[src/rtl/q4d_pkg.sv]
// Package for the Q4_0 block dequantizer: block descriptor type and constants.
// Used by all modules in rtl; depends on nothing else.
`timescale 1ns / 1ps
package q4d_pkg;
  localparam int unsigned NumElems = 32;
  localparam logic [31:0] QnanBits = 32'h7FC00000;
  localparam logic [31:0] InfBits = 32'h7F800000;
  localparam logic [4:0] HalfExpMax = 5'h1F;

  // Classified block handed from the front part to the back part.
  typedef struct packed {
    logic        sign;     // scale sign
    logic        is_nan;   // NaN scale
    logic        is_inf;   // infinite scale
    logic [10:0] sig;      // scale significand with hidden bit
    logic [4:0]  exp_adj;  // exponent offset: biased exponent = h + exp_adj + 102
    logic [127:0] quants;  // bytes 0..15, byte 0 in bits 7..0
    logic [5:0]  count;    // 1..32 after saturation
  } blk_t;
endpackage

[src/rtl/q4d_front.sv]
// Front part: accepts a block, saturates the count, classifies the scale and
// queues the block in a two-entry FIFO. Depends on q4d_pkg.
`timescale 1ns / 1ps
module q4d_front (
  input  logic              clk,
  input  logic              rst,
  input  logic              push,
  output logic              full,
  input  logic [15:0]       scale_half,
  input  logic [63:0]       nibbles_low,
  input  logic [63:0]       nibbles_high,
  input  logic [5:0]        valid_count,
  output logic              blk_valid,
  input  logic              blk_take,
  output q4d_pkg::blk_t     blk
);
  q4d_pkg::blk_t entry [2];
  logic          wr_ptr;
  logic          rd_ptr;
  logic [1:0]    fill;
  q4d_pkg::blk_t in_blk;
  logic          do_push;
  logic          do_pop;
  logic [4:0]    he;

  assign he = scale_half[14:10];
  always_comb begin
    in_blk.sign = scale_half[15];
    in_blk.is_inf = (he == q4d_pkg::HalfExpMax) && (scale_half[9:0] == 10'd0);
    in_blk.is_nan = (he == q4d_pkg::HalfExpMax) && (scale_half[9:0] != 10'd0);
    in_blk.sig = {(he != 5'd0), scale_half[9:0]};
    // subnormal: e = -24 (offset 1); normal: e = he - 25 (offset he)
    in_blk.exp_adj = (he == 5'd0) ? 5'd1 : he;
    in_blk.quants = {nibbles_high, nibbles_low};
    in_blk.count = (valid_count > 6'd32) ? 6'd32 : valid_count;
  end

  // Zero-count blocks produce nothing and are dropped at the door.
  assign full = (fill == 2'd2);
  assign do_push = push && !full && (valid_count != 6'd0);
  assign blk_valid = (fill != 2'd0);
  assign do_pop = blk_take && blk_valid;
  assign blk = entry[rd_ptr];

  always_ff @(posedge clk) begin
    if (do_push) begin
      entry[wr_ptr] <= in_blk;
    end
  end

  always_ff @(posedge clk) begin
    if (rst) begin
      wr_ptr <= 1'b0;
      rd_ptr <= 1'b0;
      fill <= 2'd0;
    end else begin
      if (do_push) wr_ptr <= ~wr_ptr;
      if (do_pop) rd_ptr <= ~rd_ptr;
      fill <= fill + {1'b0, do_push} - {1'b0, do_pop};
    end
  end

  a_no_overflow: assert property (@(posedge clk) disable iff (rst) fill <= 2'd2)
    else $error("queue fill out of range");
  a_pop_nonempty: assert property (@(posedge clk) disable iff (rst)
    do_pop |-> fill != 2'd0) else $error("pop from empty queue");
  a_count_ok: assert property (@(posedge clk) disable iff (rst)
    blk_valid |-> (blk.count != 6'd0 && blk.count <= 6'd32))
    else $error("queued block with bad count");
endmodule

[src/rtl/q4d_back.sv]
// Back part: walks one queued block element by element, forms the exact
// product and holds it in an output register. Depends on q4d_pkg.
`timescale 1ns / 1ps
module q4d_back (
  input  logic          clk,
  input  logic          rst,
  input  logic          blk_valid,
  output logic          blk_take,
  input  q4d_pkg::blk_t blk,
  output logic          empty,
  input  logic          pop,
  output logic [31:0]   value,
  output logic          last
);
  logic [4:0]  idx;
  logic        out_valid;
  logic        load;
  logic [3:0]  q;
  logic [7:0]  byte_val;
  logic        ks;
  logic [3:0]  kmag;
  logic [14:0] prod;
  logic [3:0]  h;
  logic        sign;
  logic [31:0] res;
  logic        is_last;

  assign empty = !out_valid;
  assign load = blk_valid && (!out_valid || pop);
  assign is_last = ({1'b0, idx} + 6'd1) == blk.count;
  assign blk_take = load && is_last;

  always_comb begin
    byte_val = blk.quants[{idx[3:0], 3'b000} +: 8];
    q = idx[4] ? byte_val[7:4] : byte_val[3:0];
    ks = !q[3];
    kmag = q[3] ? {1'b0, q[2:0]} : (4'd8 - {1'b0, q[2:0]});
    prod = {11'd0, kmag} * {4'd0, blk.sig};
    sign = blk.sign ^ ks;
    h = 4'd0;
    for (int i = 0; i < 15; i++) begin
      if (prod[i]) h = 4'(i);
    end
    if (blk.is_nan || (blk.is_inf && kmag == 4'd0)) begin
      res = q4d_pkg::QnanBits;
    end else if (blk.is_inf) begin
      res = {sign, q4d_pkg::InfBits[30:0]};
    end else if (prod == 15'd0) begin
      res = {sign, 31'd0};
    end else begin
      res = {sign, 8'({4'd0, h} + {3'd0, blk.exp_adj} + 8'd102),
             23'({prod, 8'd0, 15'd0} >> h)};
    end
  end

  always_ff @(posedge clk) begin
    if (load) begin
      value <= res;
      last <= is_last;
    end
  end

  always_ff @(posedge clk) begin
    if (rst) begin
      idx <= 5'd0;
      out_valid <= 1'b0;
    end else begin
      if (load) begin
        idx <= is_last ? 5'd0 : idx + 5'd1;
        out_valid <= 1'b1;
      end else if (pop && out_valid) begin
        out_valid <= 1'b0;
      end
    end
  end

  a_idx_in_block: assert property (@(posedge clk) disable iff (rst)
    blk_valid |-> ({1'b0, idx} < blk.count)) else $error("element index past count");
  a_take_resets: assert property (@(posedge clk) disable iff (rst)
    blk_take |=> idx == 5'd0) else $error("index not rewound after block");
  a_hold: assert property (@(posedge clk) disable iff (rst)
    (out_valid && !pop) |=> out_valid && $stable(value)) else $error("result lost");
endmodule

[src/rtl/q4_0_block_dequantizer.sv]
// Q4_0 block dequantizer top level: front classifier, block queue, back emitter.
// Depends on q4d_pkg, q4d_front and q4d_back.
// A pushed block is written into the queue at the push edge; its first result
// is then registered in the output register, from where it can be popped.
// The back emitter produces one result per cycle while pop keeps its output
// register free; a block of N elements yields N results, 32 for a full block.
// The queue holds two blocks, the one being emitted included.
// Reset: synchronous active-high rst empties the queue and output register.
`timescale 1ns / 1ps
module q4_0_block_dequantizer (
  input  logic        clk,
  input  logic        rst,
  input  logic        push,
  output logic        full,
  input  logic [15:0] scale_half,
  input  logic [63:0] nibbles_low,
  input  logic [63:0] nibbles_high,
  input  logic [5:0]  valid_count,
  output logic        empty,
  input  logic        pop,
  output logic [31:0] value,
  output logic        last
);
  // Each request with a nonzero count is classified in the front part and queued as a descriptor.
  logic          blk_valid;
  logic          blk_take;
  q4d_pkg::blk_t blk;

  q4d_front u_front (
    .clk, .rst, .push, .full, .scale_half, .nibbles_low, .nibbles_high,
    .valid_count, .blk_valid, .blk_take, .blk
  );

  // The back part issues one element per cycle into its output register while that register is empty or popped.
  q4d_back u_back (
    .clk, .rst, .blk_valid, .blk_take, .blk, .empty, .pop, .value, .last
  );
endmodule
[config.mk]
export PLATFORM = sky130hd
export DESIGN_NAME = q4_0_block_dequantizer
export DESIGN_NICKNAME = d
export VERILOG_FILES = /design/src/rtl/q4d_pkg.sv /design/src/rtl/q4d_front.sv /design/src/rtl/q4d_back.sv /design/src/rtl/q4_0_block_dequantizer.sv
export SDC_FILE = /design/constraint.sdc
export NUM_CORES = 1
export LEC_CHECK = 0
export BUFFER_PORTS_ARGS = -buffer_cell sky130_fd_sc_hd__buf_4
export CAP_MARGIN = 20
export CELL_PAD_IN_SITES_DETAIL_PLACEMENT = 1
export CELL_PAD_IN_SITES_GLOBAL_PLACEMENT = 2
export CORE_MARGIN = 2
export CORE_UTILIZATION = 46
export DETAILED_ROUTE_END_ITERATION = 12
export HOLD_SLACK_MARGIN = 0.15
export PLACE_DENSITY_LB_ADDON = 0.2
export SETUP_SLACK_MARGIN = 0.3
export SLEW_MARGIN = 10
export SYNTH_ARGS = -nofsm -noshare
export SYNTH_HDL_FRONTEND = slang
export SYNTH_SLANG_ARGS = --single-unit
[constraint.sdc]
create_clock -name clk -period 26.8 [get_ports clk]
set_clock_uncertainty 0.15 [all_clocks]
set_input_delay 2.68 -clock clk [delete_from_list [all_inputs] [get_ports clk]]
set_output_delay 2.68 -clock clk [all_outputs]
set_load 0.02 [all_outputs]
Word-level counts from Yosys, hierarchy flattened
Memory sizes are Yosys's and may differ from the RTL's. A register that Yosys moved wholly into a read port is not among the register bits.
Index checks and enable logic that the tools add are counted.
Storage, ports and cells
  register bits: 43
  bits in writable memories: 306
  input port bits: 154
  output and inout port bits: 35
  word-level logic and storage cells: 79
  memories kept: 1
Memories
  u_front.entry: depth 2, width 153, read ports 1, clocked after Yosys merged registers in 1, write ports 1, RTL line q4d_front.sv:17  | q4d_pkg::blk_t entry [2];
Cells by class
  add/subtract/negate cells: 7
  multipliers: 1
  order comparisons: 1
  eq/ne operators: 3
  shift operators: 2
  mux-type cells: 27
  bitwise logic cells: 3
  reductions and logical operators: 25
Operators with widths (count)
  128-bit by 8-bit variable part select with 8-bit output: 1
  38-bit by 4-bit >> shifter with 23-bit output: 1
  4-bit 2-to-1 mux: 9
  31-bit 2-to-1 mux: 1
  23-bit 2-to-1 mux: 1
  15-bit zero test: 1
  4-bit by 11-bit multiplier with 15-bit output: 1
  3-bit 2-to-1 mux: 4
  10-bit zero test: 1
  5-bit 2-to-1 mux: 2
  10-bit nonzero test: 1
  1-bit logical AND: 9
  8-bit by 7-bit adder with 8-bit output (second input constant): 1
  1-bit 2-to-1 mux: 7
  4-bit by 5-bit adder with 6-bit output: 1
  5-bit by 1-bit adder with 6-bit output (second input constant): 1
  6-bit equality test: 1
  6-bit > comparator (second input constant): 1
  6-bit 2-to-1 mux: 1
  6-bit nonzero test: 1
  5-bit by 1-bit adder with 5-bit output (second input constant): 1
  5-bit equality test (second input constant): 1
  5-bit zero test: 1
  5-bit nonzero test: 1
  13 further kinds: 19

Longest topological paths before layout
Gate-level depths: netlist (run 1).
  word-level depth: 23
  gate-level depth with buffers: 39
  depth with buffers taken out: 32

Modules after synthesis
Synthesis (run 1) repeated with hierarchy kept, for this count alone.
Unflattened totals
  cells, all modules: 1058
  area total of the unflattened synthesis: 16171.8 um^2
By module, submodules not included
  q4d_front: times used 1, cells an instance 526, area an instance 11350.9 um^2, sequential area each 9288.9 um^2
  q4d_back: times used 1, cells an instance 532, area an instance 4820.9 um^2, sequential area each 870.8 um^2

Worst setup path after synthesis (run 1)
Ideal clock, no wire load.
  path kind: input to register
  start: input port valid_count[1]
  end: memory u_front.entry[0][0] (netlist bit) (enable)
  library setup time: 686 ps
  data arrival time: 9913 ps
  required time: 25964 ps
  slack: 16051 ps
  cell stages on the path: 3
  path buffers: 0
  cell sequence: nor4_1 > a211oi_1 > nor2b_1
Between the ends
  word-level cells in the longest chain between the ends: 4
RTL lines
  from (decl): RTL line q4_0_block_dequantizer.sv:18  | input logic [5:0] valid_count,
  6-bit nonzero test: RTL line q4d_front.sv:40  | assign do_push = push && !full && (valid_count != 6'd0);
  1-bit logical AND: RTL line q4d_front.sv:40
  named net u_front.do_push: RTL line q4d_front.sv:22  | logic do_push;
  1-bit 2-to-1 mux: RTL line q4d_front.sv:46  | if (do_push) begin
  1-bit 2-to-1 mux (implied by the code): RTL line q4d_front.sv:47  | entry[wr_ptr] <= in_blk;
  to (decl): RTL line q4d_front.sv:17
The timed path passes the listed nets, and every way through them passes these cells.

==> key figures, run 1 <==
Clocking
  • CTS Sinks: 342
  • Worst-path clk slew: 0.06 ns
  • Clk_lat worst skew: 0.52 ns
  • PostCTS Resize Cnt: 0
  • Root Buffer: clkbuf_16
  • CTS tree: yes
  • CTS buffer count: 37
  • H-tree level count: 2
  • CTS Hold Buffers Added: 0
  • Postcts setup bufs: 0
  • CTS Buffer Depth: 3

Cells and area
  • Area Overhead vs Synth: 18.1%
  • Nets@finish: 1356
  • Share of cells above drive strength 1: 29.9%
  • Commonest cells after routing, fill and taps aside: 331 x edfxtp_1, 189 x buf_4, 58 x mux4_2, 57 x nand2_1, 41 x nor2_1
  • Most common library cell in the layout ignoring fill and taps: edfxtp_1

Synthesis
  • Asr flop ratio synth: 0%
  • Post-synth EDFFs: 331
  • Post-synthesis compound-gate area fraction: 5.60%
  • Main combinational cell family by area after synthesis: multiplexers
  • YS warnings: 0
  • Unique masters post-synth: 79
  • Post-Synthesis Cell Area: 15900 um2
  • Dominant synthesized flop cell: edfxtp_1
  • Avg Inst Size Synth: 16.4 um2
  • Mapped Cells: 973
  • Post-synthesis mux area share: 13.9%
  • Flops & latches, synth: 342
  • Yosys top cell by area: edfxtp_1
  • Top cell type's share of synthesized area: 62.4%
  • Synth Area in Simple Gates: 6.74%
  • Post-Synth Adder-Cell Area: 4.59%
  • Sequential share of the synthesized area: 63.8%
  • Post-synthesis xor/xnor area fraction: 2.07%
  • Synth area leaders: edfxtp_1 62%, mux4_2 8.2%, mux2i_1 2.5%

Timing
  • Worst Tran Pin Value: 1.03 ns
  • Post-Route Setup TNS: 0 ns
  • Tcrit/Tclk final: 37.5%
  • Fin. Hold Viols: 0
  • Post-route setup slack: 16.76 ns
  • Setup violators final: 0
  • RSZ-0062 raised after global routing: false
  • Worst rel slew slack: 31.3%
  • Period minus WS final: 10.04 ns
  • Slew Limit Fails: 0
  • FMAX: 0.0996 GHz

GRT
  • Congestion Overflow GR: 0
  • First-pass GRT wire length: 54.9 mm
  • Largest net degree at the start of global routing: 154
  • All-Layer GR Usage: 19.9%
  • Initial antenna violation count: 4
  • Number of global-route vias before repair: 9750

Detailed routing
  • # DRC: 0
  • Post-detailed-route count of antenna-violating nets: 0
  • Vias per inst: 5.51
  • DR pass1 iterations: 5
  • WL/cell: 21.6 um
  • Post-Route WL: 35.3 mm
  • DRT iter0 DRCs: 503
  • Via count: 9019

Placement
  • Pre-CTS WS: 16.66 ns
  • Post-DP HPWL: 24.1 mm
  • Gpl congestion: 0.855
  • Port Buffers: 180

Die
  • Boundary pin count: 189
  • Initial Util: 46.5%
  • Die Width: 190 um
  • DIE AREA: 36100 um2
  • Row count: 68
  • Core footprint: 34300 um2
  • Die extent in y: 190 um

Flow run
  • Max-cap violations: 0

Worst setup path
  • Slowest cell on crit path: buf_4
  • Crit path capture type: flip-flop
  • Required @ worst endpoint: 26.88 ns
  • Cell family contributing the most delay on the critical path: compound AO/OA/AOI/OAI gates
  • Buf/Inv on CP: 7
  • Critical Path Max Stage Delay: 0.76 ns
  • Crit Path Category: flip-flop to flip-flop
  • Critical Path AT: 10.12 ns
  • Worst Setup Start Kind: flip-flop
  • CP Max Fanout: 51

Status
  • Outcome: finished, final reports clean

Hold path
  • Min-Delay Path Class: flip-flop to flip-flop
-- state kept, by name, summed over array words and instances, names as in the netlist, named ones only --
name and count:
u_front.wr_ptr 1, u_front.entry 306, u_back.last 1, u_back.idx 5, u_back.out_valid 1, u_front.fill 2
u_back.value 24, u_front.rd_ptr 1
-- final timing paths --
| kind | startpoint | cells past startpoint | slack [ns] | endpoint |
|---|---|---|---|---|
| max reg2reg | flip-flop | 32 | 16.76 | u_back.value[28] |
| min reg2reg | u_back.out_valid | 2 | 0.36 | u_back.out_valid |
| max | flip-flop | 32 | 16.76 | u_back.value[28] |
| min | u_back.out_valid | 2 | 0.36 | u_back.out_valid |
-- worst min-delay path, stage by stage, from the launching register on --
cell	delay [ns]
dfxtp_1	0.31
nand2b_1	0.09
a21oi_1	0.06
-- cell usage after synthesis (13+ instances only) --
master / count
a21oi_1: 27
and2_1: 15
buf_2: 15
buf_4: 14
clkbuf_1: 13
edfxtp_1: 331
fa_1: 19
ha_1: 28
inv_1: 34
mux2_2: 19
mux2i_1: 40
mux4_2: 58
nand2_1: 57
nand3_1: 18
nor2_1: 41
nor2b_1: 16
o21ai_0: 20
xnor2_1: 16
xor2_1: 18
-- metrics by stage --
stage	utilization [%]	instance area, um2	instances	hold WS [ns]
final	54.9	18800	1636	0.359
after global routing	54.8	18800	1635	0.397
after CTS	54.8	18800	1632	0.358
after detailed placement	51.3	17600	1571	0.350
after global placement	51.3	17600	1571	0.341
after floorplan	-	16000	981	0.313
-- cell families (layout without fill, tap and decap cells) --
| group | Yosys count | in the layout |
|---|---|---|
| flip-flops | 342 | 342 |
| AND/OR/NAND/NOR | 207 | 207 |
| multiplexers | 128 | 128 |
| AO/OA/AOI/OAI | 119 | 119 |
| buffers and inverters | 93 | 289 |
| adder cells (fa/ha/maj) | 47 | 47 |
| XOR/XNOR | 36 | 36 |
| other | 1 | 13 |
-- final cells by class --
type	instances	area, um2
inverters	38	148
clock inverters	19	251
diodes	4	10.0
clock buffers	42	945
flip-flops and latches	342	10200
well taps	455	569
multi-input cells	546	5280
fillers	3238	15500
repair buffers	190	1440
-- routing by layer --
metal,track usage [%],up-vias,part of all wire (%)
met5,0,-,0.045
met4,5.58,2,2.1
met3,4.24,49,5.4
met2,35.4,209,53
met1,24.7,4611,40
li1,-,4148,-
Power of run 1 is left out: the tool's default activity adds up to more than one toggle a clock period on the data nets, which glitch-free logic cannot reach.
==> run 2, diff against run 1 <==
CORE_UTILIZATION = 39   (was 46)
clock period = 9.1 ns   (was 26.8 ns; I/O delays follow)
==> key figures, run 2 (synthesized netlist as in run 1, its figures left out) <==
Status
  • Outcome: finished, final reports clean

Placement
  • Gpl congestion: 0.823 (-3.7%)
  • Port Buffers: 180 (unchanged)
  • Post-DP HPWL: 26.3 mm (+9.0%)

Detailed routing
  • Post-Route WL: 38.0 mm (+7.5%)
  • WL/cell: 21.9 um (+1.6%)
  • Post-detailed-route count of antenna-violating nets: 0 (unchanged)
  • Met3 wire length: 1.55 mm (-19%)
  • Top Layer Used: met4
  • DR WL met2: 19.4 mm (+3.9%)
  • # DRC: 0 (unchanged)
  • WL met1: 16.4 mm (+17%)
  • Vias per inst: 5.28 (-4.1%)
  • Via count: 9147 (+1.4%)
  • DR pass1 iterations: 5 (unchanged)
  • DRT iter0 DRCs: 474 (-5.8%)

Timing
  • Slew Limit Fails: 0 (unchanged)
  • Tcrit/Tclk final: 91.1% (+54 points)
  • FMAX: 0.121 GHz (+21%)
  • Fin. Hold Viols: 0 (unchanged)
  • Post-Route Setup TNS: 0 ns (unchanged)
  • Worst Tran Pin Value: 1.01 ns (-0.0215 ns)
  • Worst rel slew slack: 32.8% (+1.4 points)
  • Period minus WS final: 8.29 ns (-1.75 ns)
  • Setup violators final: 0 (unchanged)
  • RSZ-0062 raised after global routing: false

GRT
  • First-pass GRT wire length: 57.9 mm (+5.3%)
  • All-Layer GR Usage: 18.0% (-1.9 points)
  • Largest net degree at the start of global routing: 73 (-53%)
  • Congestion Overflow GR: 0 (unchanged)
  • Number of global-route vias before repair: 9828 (+0.80%)
  • Initial antenna violation count: 0 (-4)

Cells and area
  • Register area: 10200 um2 (about the same)
  • Multi-input logic area: 5340 um2 (+1.0%)
  • Fillcell total: 4006 (+24%)
  • Max reg flops: 306 (unchanged)
  • Largest regs: u_front.entry (306), u_back.value (24), u_back.idx (5)
  • Most common library cell in the layout ignoring fill and taps: edfxtp_1
  • Nets@finish: 1375 (+1.4%)
  • Largest Register: u_front.entry
  • Area Overhead vs Synth: 19.6%
  • Share of cells above drive strength 1: 30.9% (+1.0 points)
  • ANT cells: 0 (-4)
  • Commonest cells after routing, fill and taps aside: 331 x edfxtp_1, 202 x buf_4, 58 x mux4_2, 57 x nand2_1, 41 x nor2_1

Clocking
  • CTS Hold Buffers Added: 0 (unchanged)
  • Root Buffer: clkbuf_16
  • CTS tree: yes
  • CTS buffer count: 37 (unchanged)
  • H-tree level count: 2 (unchanged)
  • CTS Sinks: 342 (unchanged)
  • Worst-path clk slew: 0.06 ns (about the same)
  • CTS Buffer Depth: 3 (unchanged)
  • Clk_lat worst skew: 0.54 ns (+0.02 ns)

Die
  • Boundary pin count: 189 (unchanged)
  • Die Width: 206 um (+8.4%)
  • Initial Util: 39.3% (-7.2 points)
  • Row count: 74 (+8.8%)
  • DIE AREA: 42500 um2 (+18%)
  • Core footprint: 40600 um2 (+18%)
  • Die extent in y: 206 um (+8.4%)

Worst setup path
  • Worst Setup Start Kind: flip-flop
  • Most common cell on crit path: inv_1
  • CP Max Fanout: 26 (-49%)
  • Slowest cell on crit path: or4_4
  • Required @ worst endpoint: 9.20 ns (-17.68 ns)
  • Critical Path AT: 8.39 ns (-1.73 ns)
  • Crit Path Category: flip-flop to flip-flop
  • Critical Path Max Stage Delay: 0.60 ns (-0.16 ns)
  • Crit path capture type: flip-flop

Hold path
  • Min-Delay Path Class: flip-flop to flip-flop

Flow run
  • Max-cap violations: 0 (unchanged)
## run 2: cell types whose count changed in the layout (fill, tap and decap cells not counted), moves of 3 or more
cell / change
diode_2: -4
clkbuf_1: +8
bufinv_16: -4
clkinv_2: -5
buf_4: +13
buf_12: +3
inv_6: +3
## run 2: layout make-up
type	instances	area share, %
Multi-Input combinational cell	546	28.0
Sequential cell	342	53.4
Clock inverter	14	0.539
Tap cell	532	3.49
Inverter	38	0.775
Timing Repair Buffer	209	8.70
Clock buffer	50	5.12
## run 2: worst max-delay path: cells and delay by family, from the launching register on
kind	cells	cell delay, ns
DFF	1	0.59
and+or+nand+nor	4	1.06
adders and majority gates	6	2.24
buffers and inverters	6	0.77
xor gates and xnor gates	1	0.25
muxes	3	1.28
AOI/OAI and AO/OA	9	1.61
## run 2: final timing paths
| path | from | end | slack, ns | cells past startpoint |
|---|---|---|---|---|
| setup / recovery | u_back.idx[0] | u_back.value[28] | 0.81 | 29 |
| hold / removal | u_back.out_valid | u_back.out_valid | 0.37 | 2 |
| setup reg to reg | u_back.idx[0] | u_back.value[28] | 0.81 | 29 |
| hold reg to reg | u_back.out_valid | u_back.out_valid | 0.37 | 2 |
## run 2: layer usage
metal,GRT usage (%),vias to the layer above
met4,5.18,0
li1,-,4193
met1,24.0,4718
met3,2.73,37
met2,30.8,199
met5,0,-
## run 2: timing repair
action,in CTS,in global routing
setup endpoints to repair,0,13
setup buffers,0,9
gates resized for setup,0,11
## run 2: metrics by stage
| step | util [%] | cell area (um2) | worst slack (ns) | cells | hold slack [ns] |
|---|---|---|---|---|---|
| 2_1_floorplan | - | 16000 | 1.29 | 981 | 0.313 |
| 3_3_place_gp | 43.8 | 17800 | 0.447 | 1656 | 0.346 |
| 3_5_place_dp | 43.8 | 17800 | 0.393 | 1656 | 0.351 |
| 4_1_cts | 46.4 | 18800 | 0.372 | 1720 | 0.362 |
| 5_1_grt | 47.0 | 19100 | 0.264 | 1731 | 0.381 |
| 6_report | 47.0 | 19100 | 0.812 | 1731 | 0.365 |
Power of run 2 is left out for the same reason.
